[src/design/z85_pkg.sv]
// shared types, constants and lookup functions for the z85 codec
package z85_pkg;

  // group sizes in items
  localparam logic [2:0] ENC_GROUP = 3'd4;
  localparam logic [2:0] DEC_GROUP = 3'd5;

  // reciprocal of 85 for a 32-bit dividend: q = (v * DIV85_MAGIC) >> DIV85_SHIFT
  localparam logic [31:0] DIV85_MAGIC = 32'hC0C0C0C1;
  localparam int          DIV85_SHIFT = 38;

  // number of base-85 digits in one encoded group
  localparam logic [2:0] ENC_DIGITS = 3'd5;

  // z85 alphabet, first character in the top byte
  localparam logic [85*8-1:0] ALPHA_STR =
    "0123456789abcdefghijklmnopqrstuvwxyzABCDEFGHIJKLMNOPQRSTUVWXYZ.-:+=^!/*?&<>()[]{}@%$#";

  // digit value of character codes 32 to 127, code 32 in the top byte
  localparam logic [96*8-1:0] DIGIT_TAB = {
    8'h00, 8'h44, 8'h00, 8'h54, 8'h53, 8'h52, 8'h48, 8'h00,
    8'h4B, 8'h4C, 8'h46, 8'h41, 8'h00, 8'h3F, 8'h3E, 8'h45,
    8'h00, 8'h01, 8'h02, 8'h03, 8'h04, 8'h05, 8'h06, 8'h07,
    8'h08, 8'h09, 8'h40, 8'h00, 8'h49, 8'h42, 8'h4A, 8'h47,
    8'h51, 8'h24, 8'h25, 8'h26, 8'h27, 8'h28, 8'h29, 8'h2A,
    8'h2B, 8'h2C, 8'h2D, 8'h2E, 8'h2F, 8'h30, 8'h31, 8'h32,
    8'h33, 8'h34, 8'h35, 8'h36, 8'h37, 8'h38, 8'h39, 8'h3A,
    8'h3B, 8'h3C, 8'h3D, 8'h4D, 8'h00, 8'h4E, 8'h43, 8'h00,
    8'h00, 8'h0A, 8'h0B, 8'h0C, 8'h0D, 8'h0E, 8'h0F, 8'h10,
    8'h11, 8'h12, 8'h13, 8'h14, 8'h15, 8'h16, 8'h17, 8'h18,
    8'h19, 8'h1A, 8'h1B, 8'h1C, 8'h1D, 8'h1E, 8'h1F, 8'h20,
    8'h21, 8'h22, 8'h23, 8'h4F, 8'h00, 8'h50, 8'h00, 8'h00
  };

  // one unit of work handed from the front to the back
  typedef struct packed {
    logic        enc;   // encode group (four bytes, giving five characters)
    logic [31:0] val;   // gathered group value
    logic        last;  // group closes the message
    logic        lerr;  // message ended mid-group
  } job_t;

  // base-85 digit to alphabet character
  function automatic logic [7:0] z85_char(input logic [6:0] d);
    logic [7:0] c;
    c = 8'd0;
    if (d < 7'd85) begin
      c = ALPHA_STR[8*(84 - int'(d)) +: 8];
    end
    return c;
  endfunction

  // character code to digit value, anything outside 32 to 127 gives 0
  function automatic logic [6:0] z85_digit(input logic [7:0] ch);
    logic [6:0] j;
    logic [7:0] e;
    j = ch[6:0] - 7'd32;
    e = 8'd0;
    if (!ch[7] && (ch[6:5] != 2'b00)) begin
      e = DIGIT_TAB[8*(95 - int'(j)) +: 8];
    end
    return e[6:0];
  endfunction

endpackage

[src/design/z85_codec.sv]
// top level of the streaming z85 encoder and decoder
//
//   channel   direction  handshake           word
//   in_       into       in_valid/in_stall   in_data_in, in_last_in
//   out_      out of     out_valid/out_stall out_data_out, out_group_last,
//                                            out_message_end, out_length_error
//   cfg_      into       cfg_valid/cfg_ready cfg_mode (0 encode, 1 decode)
//
// Input words are taken one per cycle while the two-entry job queue has room.
// An encode group runs through the back end as a string of divisions by 85 (one per cycle
// through a 32x32 reciprocal multiply), then a hand-off to the output buffer;
// decode groups leave as four words, one per cycle while the output is not stalled.
// Reset is synchronous, active low, and clears the mode to encode.
// A stalled output holds its word; the front keeps gathering until the queue fills.
module z85_codec (
  input  logic       clk,
  input  logic       rst_n,
  input  logic       cfg_valid,
  output logic       cfg_ready,
  input  logic       cfg_mode,
  input  logic       in_valid,
  output logic       in_stall,
  input  logic [7:0] in_data_in,
  input  logic       in_last_in,
  output logic       out_valid,
  input  logic       out_stall,
  output logic [7:0] out_data_out,
  output logic       out_group_last,
  output logic       out_message_end,
  output logic       out_length_error
);
  import z85_pkg::*;

  logic q_full;
  logic push;
  job_t push_job;
  logic pop;
  logic head_valid;
  job_t head_job;

  assign cfg_ready = 1'b1;
  assign in_stall  = q_full;

  z85_front u_front (
    .clk        (clk),
    .rst_n      (rst_n),
    .cfg_valid  (cfg_valid),
    .cfg_mode   (cfg_mode),
    .in_valid   (in_valid),
    .in_stall   (in_stall),
    .in_data_in (in_data_in),
    .in_last_in (in_last_in),
    .push       (push),
    .push_job   (push_job)
  );

  z85_queue u_queue (
    .clk        (clk),
    .rst_n      (rst_n),
    .push       (push),
    .push_job   (push_job),
    .pop        (pop),
    .full       (q_full),
    .head_valid (head_valid),
    .head_job   (head_job)
  );

  z85_back u_back (
    .clk              (clk),
    .rst_n            (rst_n),
    .head_valid       (head_valid),
    .head_job         (head_job),
    .pop              (pop),
    .out_valid        (out_valid),
    .out_stall        (out_stall),
    .out_data_out     (out_data_out),
    .out_group_last   (out_group_last),
    .out_message_end  (out_message_end),
    .out_length_error (out_length_error)
  );

endmodule

[src/design/z85_front.sv]
// front end: mode register, group gathering and job issue
module z85_front (
  input  logic          clk,
  input  logic          rst_n,
  input  logic          cfg_valid,
  input  logic          cfg_mode,
  input  logic          in_valid,
  input  logic          in_stall,
  input  logic [7:0]    in_data_in,
  input  logic          in_last_in,
  output logic          push,
  output z85_pkg::job_t push_job
);
  import z85_pkg::*;

  logic        mode_r;
  logic [31:0] acc_r, acc_nxt;
  logic [2:0]  cnt_r, cnt_nxt;
  logic [31:0] acc_x85;
  logic [31:0] acc_step;
  logic [2:0]  cnt_inc;
  logic        grp_full;
  logic        accept;

  // next partial group value for either direction
  always_comb begin
    acc_x85  = (acc_r << 6) + (acc_r << 4) + (acc_r << 2) + acc_r;
    acc_step = mode_r ? (acc_x85 + {25'd0, z85_digit(in_data_in)})
                      : {acc_r[23:0], in_data_in};
    cnt_inc  = cnt_r + 3'd1;
    grp_full = mode_r ? (cnt_inc == DEC_GROUP) : (cnt_inc == ENC_GROUP);
    accept   = in_valid && !in_stall;
    push     = accept && (grp_full || in_last_in);
  end

  // job for a closed group or a short message
  always_comb begin
    push_job.enc  = !mode_r;
    push_job.val  = acc_step;
    push_job.last = in_last_in;
    push_job.lerr = !grp_full;
  end

  // gathering state, cleared when a group closes
  always_comb begin
    acc_nxt = acc_r;
    cnt_nxt = cnt_r;
    if (push) begin
      acc_nxt = 32'd0;
      cnt_nxt = 3'd0;
    end else if (accept) begin
      acc_nxt = acc_step;
      cnt_nxt = cnt_inc;
    end
  end

  always_ff @(posedge clk) begin
    if (!rst_n) begin
      mode_r <= 1'b0;
      acc_r  <= 32'd0;
      cnt_r  <= 3'd0;
    end else if (cfg_valid) begin
      mode_r <= cfg_mode;
      acc_r  <= 32'd0;
      cnt_r  <= 3'd0;
    end else begin
      acc_r  <= acc_nxt;
      cnt_r  <= cnt_nxt;
    end
  end

  // a group never holds more items than its size
  a_cnt_range: assert property (@(posedge clk) disable iff (!rst_n)
    cnt_r < DEC_GROUP) else $error("group count out of range");

  a_clear_after_push: assert property (@(posedge clk) disable iff (!rst_n)
    push && !cfg_valid |=> (cnt_r == 3'd0) && (acc_r == 32'd0))
    else $error("group state not cleared after issue");

  a_enc_count: assert property (@(posedge clk) disable iff (!rst_n)
    !mode_r |-> cnt_r < ENC_GROUP) else $error("encode group overfilled");

endmodule

[src/design/z85_queue.sv]
// two-entry job queue between front and back
module z85_queue (
  input  logic          clk,
  input  logic          rst_n,
  input  logic          push,
  input  z85_pkg::job_t push_job,
  input  logic          pop,
  output logic          full,
  output logic          head_valid,
  output z85_pkg::job_t head_job
);
  import z85_pkg::*;

  job_t       mem_r [2];
  logic       wr_ptr_r;
  logic       rd_ptr_r;
  logic [1:0] cnt_r, cnt_nxt;

  // status and head
  always_comb begin
    full       = (cnt_r == 2'd2);
    head_valid = (cnt_r != 2'd0);
    head_job   = mem_r[rd_ptr_r];
    cnt_nxt    = cnt_r + {1'b0, push} - {1'b0, pop};
  end

  // storage
  always_ff @(posedge clk) begin
    if (push) begin
      mem_r[wr_ptr_r] <= push_job;
    end
  end

  // pointers and fill
  always_ff @(posedge clk) begin
    if (!rst_n) begin
      wr_ptr_r <= 1'b0;
      rd_ptr_r <= 1'b0;
      cnt_r    <= 2'd0;
    end else begin
      if (push) wr_ptr_r <= !wr_ptr_r;
      if (pop)  rd_ptr_r <= !rd_ptr_r;
      cnt_r <= cnt_nxt;
    end
  end

  a_no_overflow: assert property (@(posedge clk) disable iff (!rst_n)
    push |-> !full) else $error("queue overflow");

  a_no_underflow: assert property (@(posedge clk) disable iff (!rst_n)
    pop |-> head_valid) else $error("queue underflow");

  a_ptr_fill: assert property (@(posedge clk) disable iff (!rst_n)
    (cnt_r == 2'd0 || cnt_r == 2'd2) |-> (wr_ptr_r == rd_ptr_r))
    else $error("queue pointers disagree with fill");

endmodule

[src/design/z85_back.sv]
// back end: base-85 digit extraction and result word emission
module z85_back (
  input  logic          clk,
  input  logic          rst_n,
  input  logic          head_valid,
  input  z85_pkg::job_t head_job,
  output logic          pop,
  output logic          out_valid,
  input  logic          out_stall,
  output logic [7:0]    out_data_out,
  output logic          out_group_last,
  output logic          out_message_end,
  output logic          out_length_error
);
  import z85_pkg::*;

  typedef enum logic [1:0] {C_IDLE, C_DIV, C_HOLD} conv_state_t;

  conv_state_t state_r;
  logic [31:0] val_r;
  logic [31:0] prev_r;
  logic [2:0]  step_r;
  logic        last_r;
  logic [6:0]  dig_r [5];

  logic [7:0]  ebuf_r [5];
  logic [2:0]  ecnt_r;
  logic        elast_r;
  logic        elerr_r;

  logic [63:0] prod;
  logic [31:0] quo;
  logic [31:0] val_x85;
  logic [31:0] rem_full;
  logic        take;
  logic        emit_free;
  logic        head_direct;
  logic        start_div;
  logic        direct_load;
  logic        hold_load;

  // one division by 85 per cycle, remainder from the previous quotient
  always_comb begin
    prod     = {32'd0, val_r} * {32'd0, DIV85_MAGIC};
    quo      = {6'd0, prod[63:DIV85_SHIFT]};
    val_x85  = (val_r << 6) + (val_r << 4) + (val_r << 2) + val_r;
    rem_full = prev_r - val_x85;
  end

  // hand-off control
  always_comb begin
    take        = (ecnt_r != 3'd0) && !out_stall;
    emit_free   = (ecnt_r == 3'd0) || ((ecnt_r == 3'd1) && take);
    head_direct = !head_job.enc || head_job.lerr;
    hold_load   = (state_r == C_HOLD) && emit_free;
    start_div   = head_valid && !head_direct &&
                  ((state_r == C_IDLE) || hold_load);
    direct_load = (state_r == C_IDLE) && head_valid && head_direct && emit_free;
    pop         = start_div || direct_load;
  end

  // result word outputs
  always_comb begin
    out_valid        = (ecnt_r != 3'd0);
    out_data_out     = ebuf_r[0];
    out_group_last   = (ecnt_r == 3'd1);
    out_message_end  = (ecnt_r == 3'd1) && elast_r;
    out_length_error = elerr_r;
  end

  // digit sequencer and output buffer
  always_ff @(posedge clk) begin
    if (!rst_n) begin
      state_r <= C_IDLE;
      step_r  <= 3'd0;
      ecnt_r  <= 3'd0;
      elast_r <= 1'b0;
      elerr_r <= 1'b0;
    end else begin
      case (state_r)
        C_IDLE: begin
          if (start_div) begin
            val_r   <= head_job.val;
            last_r  <= head_job.last;
            step_r  <= 3'd0;
            state_r <= C_DIV;
          end
        end
        C_DIV: begin
          prev_r <= val_r;
          val_r  <= quo;
          // least significant digit lands in the last slot
          if (step_r != 3'd0) begin
            dig_r[ENC_DIGITS - step_r] <= rem_full[6:0];
          end
          if (step_r == ENC_DIGITS) begin
            state_r <= C_HOLD;
          end
          step_r <= step_r + 3'd1;
        end
        C_HOLD: begin
          if (start_div) begin
            val_r   <= head_job.val;
            last_r  <= head_job.last;
            step_r  <= 3'd0;
            state_r <= C_DIV;
          end else if (hold_load) begin
            state_r <= C_IDLE;
          end
        end
        default: begin
          state_r <= C_IDLE;
        end
      endcase

      // output buffer: load a group or shift out one word
      if (direct_load) begin
        if (head_job.lerr) begin
          ebuf_r[0] <= 8'd0;
          ecnt_r    <= 3'd1;
        end else begin
          ebuf_r[0] <= head_job.val[31:24];
          ebuf_r[1] <= head_job.val[23:16];
          ebuf_r[2] <= head_job.val[15:8];
          ebuf_r[3] <= head_job.val[7:0];
          ecnt_r    <= 3'd4;
        end
        ebuf_r[4] <= 8'd0;
        elast_r   <= head_job.last;
        elerr_r   <= head_job.lerr;
      end else if (hold_load) begin
        for (int i = 0; i < 5; i++) begin
          ebuf_r[i] <= z85_char(dig_r[i]);
        end
        ecnt_r  <= ENC_DIGITS;
        elast_r <= last_r;
        elerr_r <= 1'b0;
      end else if (take) begin
        for (int i = 0; i < 4; i++) begin
          ebuf_r[i] <= ebuf_r[i+1];
        end
        ecnt_r <= ecnt_r - 3'd1;
      end
    end
  end

  a_lerr_single: assert property (@(posedge clk) disable iff (!rst_n)
    out_valid && out_length_error |-> out_group_last && out_message_end)
    else $error("length error word not alone");

  a_step_range: assert property (@(posedge clk) disable iff (!rst_n)
    state_r == C_DIV |-> step_r <= ENC_DIGITS) else $error("digit step overrun");

  a_ecnt_range: assert property (@(posedge clk) disable iff (!rst_n)
    ecnt_r <= ENC_DIGITS) else $error("output buffer count out of range");

  a_one_load: assert property (@(posedge clk) disable iff (!rst_n)
    !(direct_load && hold_load)) else $error("two loads of the output buffer");

endmodule

[config.mk]
export PLATFORM = sky130hd
export DESIGN_NAME = z85_codec
export DESIGN_NICKNAME = d
export VERILOG_FILES = /design/src/design/z85_pkg.sv /design/src/design/z85_codec.sv /design/src/design/z85_front.sv /design/src/design/z85_queue.sv /design/src/design/z85_back.sv
export SDC_FILE = /design/constraint.sdc
export NUM_CORES = 2
export LEC_CHECK = 0
export ABC_CLOCK_PERIOD_IN_PS = 7900
export BUFFER_PORTS_ARGS = -buffer_cell sky130_fd_sc_hd__buf_2
export CAP_MARGIN = 20
export CORE_UTILIZATION = 65
export CTS_CLUSTER_DIAMETER = 60
export DETAILED_ROUTE_END_ITERATION = 8
export GPL_TIMING_DRIVEN = 0
export PLACE_DENSITY = 0.82
export SYNTH_ARGS = -nofsm -noshare
export SYNTH_HDL_FRONTEND = slang
export SYNTH_SLANG_ARGS = --single-unit
[constraint.sdc]
create_clock -name clk -period 7.9 [get_ports clk]
set_clock_uncertainty 0.2 [all_clocks]
set_input_delay 0.395 -clock clk [delete_from_list [all_inputs] [get_ports clk]]
set_output_delay 0.395 -clock clk [all_outputs]
set_load 0.03 [all_outputs]
# Word level (Yosys, flattened, before mapping)

Memory sizes are Yosys's and may differ from the RTL's. A register that Yosys moved wholly into a read port is not among the register bits.
Index checks and enable logic that the tools add are counted.

Memories: 3
Logic and storage cells: 192
Bits in registers: 90
RAM bits: 145

Memory list:

| memory        | depth | bits a word | rd ports | clocked after memory_dff | write ports | RTL line        | text |
|---|---|---|---|---|---|---|---|
| u_queue.mem_r | 2     | 35          | 1        | 1                        | 1           | z85_queue.sv:14 | `job_t mem_r [2];` |
| u_back.ebuf_r | 5     | 8           | 5        | 0                        | 5           | z85_back.sv:26  | `logic [7:0] ebuf_r [5];` |
| u_back.dig_r  | 5     | 7           | 5        | 0                        | 1           | z85_back.sv:24  | `logic [6:0] dig_r [5];` |

$lt $le $gt $ge: 5
Equal/unequal tests: 11
Add/sub/neg operators: 21
Mux-type cells: 78
Shift operators: 6
Reduce and logical (&&, ||, !) cells: 42
Multiply operators: 1
Bitwise operators: 11

Operators by type and width:

| operator                    | count |
|---|---|
| $shiftx A680 B32 Y8 const A | 5 |
| $shiftx A768 B11 Y7 const A | 1 |
| $mux W8                     | 30 |
| $add A32 B32 Y32            | 3 |
| $mul A32 B32 Y64 const B    | 1 |
| $mux W32                    | 2 |
| $pmux W32 S2                | 1 |
| $sub A7 B7 Y8 const A       | 6 |
| $lt A7 B7 Y1 const B        | 5 |
| $mux W1                     | 33 |
| $add A32 B7 Y32             | 1 |
| $add A7 B7 Y7               | 3 |
| $mux W3                     | 5 |
| $logic_and A1 B1 Y1         | 12 |
| $or A1 B1 Y1                | 10 |
| $eq A3 B3 Y1 const B        | 3 |
| $logic_not A1 Y1            | 9 |
| $reduce_and A3 Y1           | 3 |
| $reduce_bool A3 Y1          | 3 |
| $mux W2                     | 4 |
| $reduce_bool A2 Y1          | 4 |
| $mux W7                     | 1 |
| $sub A7 B6 Y7 const B       | 1 |
| $sub A7 B7 Y7               | 1 |
| other kinds (19)            | 28 |

# Longest topological paths before layout

Depth in word-level cells: 11
Depth in mapped cells: 25
Mapped depth without buffers: 24

# Cells and area by module

From an unflattened synthesis, not the netlist that was laid out.

Cells, all modules: 3111
Area total of the unflattened synthesis: 28697.5 µm²

Modules (own cells, without submodules):

| module    | area an instance (µm²) | seq. area each (µm²) | cells each | times used |
|---|---|---|---|---|
| z85_back  | 19939.1                | 3623.5               | 2269       | 1 |
| z85_front | 5839.4                 | 720.7                | 710        | 1 |
| z85_queue | 2907.8                 | 2202.1               | 130        | 1 |
| z85_codec | 11.3                   | 0.0                  | 2          | 1 |

# Least setup slack after synthesis

Ideal clock, no wire load.

Path kind: reg-to-reg
Start: register u_back.val_r[3]
End: register u_back.val_r[24] (data pin)
Data required time: 7.436 ns
Cell stages (with the launch flop): 25
Data arrival time: 5.839 ns
Path slack: 1.596 ns
Library setup time: 0.264 ns
Cell sequence: edfxtp_1 -> ha_1 -> ha_1 -> inv_1 -> fa_1 -> inv_1 -> fa_1 -> inv_1 -> fa_1 -> inv_1 -> fa_1 -> inv_1 -> fa_1 -> inv_1 -> ha_1 -> ha_1 -> nand3_1 -> nor2_1 -> nand2_1 -> nor3_1 -> a21oi_2 -> o41ai_2 -> a211o_1 -> and4_1 -> nor3_2

Longest elaborated chain between the ends: 2

RTL lines:

| what                   | RTL line        | text |
|---|---|---|
| start, declared        | z85_back.sv:20  | `logic [31:0] val_r;` |
| start signal, assigned | z85_back.sv:83  | `val_r <= head_job.val;` |
| start signal, assigned | z85_back.sv:91  | `val_r <= quo;` |
| start signal, assigned | z85_back.sv:103 | `val_r <= head_job.val;` |
| $mul A32 B32 Y64       | z85_back.sv:44  | `prod = {32'd0, val_r} * {32'd0, DIV85_MAGIC};` |
| $pmux W32 S2           | z85_back.sv:80  | `case (state_r)` |

No other way between the ends.
A chain may end at the register's enable or synchronous reset.

# Worst setup path in the final report

Start: register u_back.val_r[6]
End: register u_back.val_r[18] (data pin)

The elaborated chain is that of the path after synthesis.

==> results.toml <==
[worst_setup_path]
start_kind = "register"
cp_data_arrival_time_ns = 7.40
worstPathRequired_ns = 7.98
crit_path_start = "u_back.val_r[6]"
end_kind = "register"
rrSetupSlack_ns = 0.59
reg2reg_depth = 22
path_class = "register to register"
worstPathMaxFanout = 8
r2r_start = "u_back.val_r[6]"
r2r-end = "u_back.val_r[18]"

[grt]
grt_pass1_vias = 23960
grt_overflow = 0
antenna_found_initial = 2
grt_first_pass_wirelength_um = 130500
grt_usage_pct = 37.46
grt_max_degree = 36

[power_and_ir_drop]
peakVddDrop_mv = 0.2588
combinationalPowerShare_pct = 28.8
sequentialPowerShare_pct = 39.0
power_density_nw_per_um2 = 133.0
internal_power_mw = 2.651
p_sw_share_pct = 34.05
clockPowerShare_pct = 32.2
switching_power_mw = 1.369
total_leakage_power_nw = 14.16

[floorplanning]
coreArea_um2 = 43080
dieWidth_um = 210.8
die_y_um = 210.8
initial_utilization_pct = 65.79
fp-row-count = 76
dieArea_um2 = 44440
io_pins = 29

[outcome]
outcome = "finished clean"

[sta]
period_share_pct = 92.59
finalSetupViolCount = 0
period_needed_ns = 7.315
max-slew-margin-rel_pct = 19.86
rsz0062_at_grt = "no"
hold_violations = 0
finalSetupTns_ns = 0
worst_pin_slew_ns = 1.198
max_freq_ghz = 0.1367
slew_viol_final = 0

[clock_network]
cts_max_level = 1
clkTransAtPathRegs_ns = 0.06
clockRootBuffer = "clkbuf_16"
insertion_delay_ns = 0.55
clk_path_buf_depth = 3
cts_tree = "done"
cts.sinks = 235
cts_setup_buffers = 0
cts_made_buffers = 27

[place]
hpwl_um = 65270
place.gp.congestion = 0.9957
portBuffers = 23
place_area_um2 = 29240

[logic_synthesis]
synth_ff_type = "edfxtp_1"
synthArstFlopShare_pct = 0
synth_cells = 3126
synth-warning-count = 0
synthesis.area_um2 = 28340
avgSynthCellArea_um2 = 9.065
synth-seq-cells = 235
ys_types = 87
ys_seq_area_share_pct = 23.10
synth_edf_count = 184
synth_nets = 3774

[drt]
drtIter0Drc = 2078
drc_errors = 0
post_drt_via_cell_ratio = 6.337
post_drt_wl_per_cell_um = 21.54
vias = 24020
wirelength_um = 81630
drtPass1Iterations = 6
antenna_left = 0

[final_layout]
mostFrequentLayoutCells = "452 x inv_1, 404 x ha_1, 263 x nor2_1"
final_cell_area_um2 = 30220
nets = 3832
antenna_cells = 0
areaGrowthSynthToFinish_pct = 6.632
drive_gt1_share_pct = 4.930
final_common_cell = "inv_1"
utilization_pct = 70.15

[worst_hold_path]
hold_path_end = "u_queue.wr_ptr_r"
hp-class = "input pin to register"
hold_depth = 5
hp-start = "in_valid"

[run]
max_cap_viol_count = 0
cells in the mapped netlist, drive strengths merged (8+ instances only):
library cell,instances,area share [%]
o22ai,27,0.60
mux2i,27,0.95
or2,8,0.18
mux2,29,1.2
a22oi,12,0.34
clkbuf,115,1.5
nand4,17,0.38
a221oi,19,0.61
nor3,54,0.97
o211ai,21,0.57
a21oi,235,4.2
xor2,44,1.4
o21a,32,0.85
nor2,263,3.5
o31ai,12,0.32
buf,28,0.59
and3,24,0.57
xnor2,72,2.3
nand2,195,2.6
o21ai,168,3.0
fa,229,16
a211oi,24,0.65
edfxtp,184,19
a31oi,29,0.64
a21o,63,1.7
nor4,10,0.22
and2,19,0.42
a32oi,14,0.43
o221ai,13,0.40
inv,452,6.0
nand2b,15,0.33
o2111ai,9,0.28
nor2b,26,0.57
nand3,50,0.88
a21boi,8,0.21
o21bai,14,0.37
dfxtp,51,3.6
ha,404,18
or3,15,0.33
worst max-delay path: stages, from the launching register on:
cell       delay [ns]
edfxtp_1         0.58
ha_1             0.41
ha_1             0.39
inv_1            0.09
fa_1             0.50
inv_1            0.05
fa_1             0.47
inv_1            0.05
fa_1             0.46
fa_1             0.41
fa_1             0.54
inv_1            0.10
ha_1             0.29
ha_1             0.27
clkbuf_1         0.31
nand2_1          0.17
or3_1            0.38
nor3_1           0.20
a22oi_2          0.14
a2111oi_0        0.64
a211oi_1         0.14
xor2_1           0.19
a21oi_1          0.09
flip-flops by register name, indices dropped and copies added (netlist names), named ones only:
signal	flops
u_front.acc_r	32
u_front.mode_r	1
u_queue.mem_r	70
u_back.ebuf_r	39
u_back.ecnt_r	3
u_back.step_r	3
u_back.dig_r	35
u_queue.wr_ptr_r	1
u_back.last_r	1
u_back.out_length_error	1
u_back.prev_r	7
u_back.val_r	32
u_back.state_r	2
u_front.cnt_r	3
u_queue.rd_ptr_r	1
u_queue.cnt_r	2
u_back.elast_r	1
per-stage QoR:
step	total power [mW]	setup WS (ns)	hold WS, ns	std cells
after global routing	4.175	0.2408	0.1853	3790
after CTS	4.006	0.6783	0.1519	3790
final	4.020	0.5854	0.1795	3790
after global placement	2.659	0.7870	0.2464	3734
after floorplan	2.347	1.596	0.2392	3126
after detailed placement	2.708	0.7256	0.2598	3736
power by group through the flow:
stage	registers [mW]	clock network [mW]	logic, mW
after floorplan	1.57	0	0.775
after global placement	1.59	0	1.07
after detailed placement	1.59	0	1.12
after CTS	1.57	1.30	1.14
after global routing	1.57	1.35	1.25
final	1.57	1.29	1.16
worst max path at each step:
stage / endpoint / cells after the start
after global placement: u_back.val_r[14] / 22
after detailed placement: u_back.val_r[11] / 22
final: u_back.val_r[18] / 22
after global routing: u_back.val_r[20] / 24
after CTS: u_back.val_r[11] / 22
after floorplan: u_back.val_r[24] / 24
layer usage:
layer	global-route usage, %	up-vias	wire length, um
met3	4.118	256	6503
met4	17.72	0	4397
met2	62.07	1245	38250
li1	-	11020	-
met5	0	-	0
met1	49.28	11500	32480
kinds of logic (layout without fill, tap and decap cells):
| group | Yosys count | after routing | synth area share, % |
|---|---|---|---|
| AO/OA/AOI/OAI | 778 | 778 | 17.67 |
| AND/OR/NAND/NOR | 710 | 710 | 11.32 |
| adder cells (fa/ha/maj) | 633 | 633 | 34.01 |
| buffers and inverters | 597 | 676 | 8.128 |
| flip-flops | 235 | 235 | 23.10 |
| XOR/XNOR | 116 | 116 | 3.638 |
| multiplexers | 56 | 56 | 2.106 |
| other | 1 | 1 | 0.01323 |
repair_timing:
item | CTS | global route
hold buffers | 4 | 0
endpoints found under the hold margin | 5 | 0
gates resized for setup | 0 | 0
layout make-up:
type                            count  area [um^2]
Timing Repair Buffer               29        190.2
Multi-Input combinational cell   2294        19510
Tap cell                          585        732.0
Clock buffer                       35        755.7
Inverter                          454         1704
Buffer                            143        599.3
Fill cell                        3255        12860
Sequential cell                   235         6546
Clock inverter                     15        178.9
Note: power is estimated with default switching activity, not from simulation.
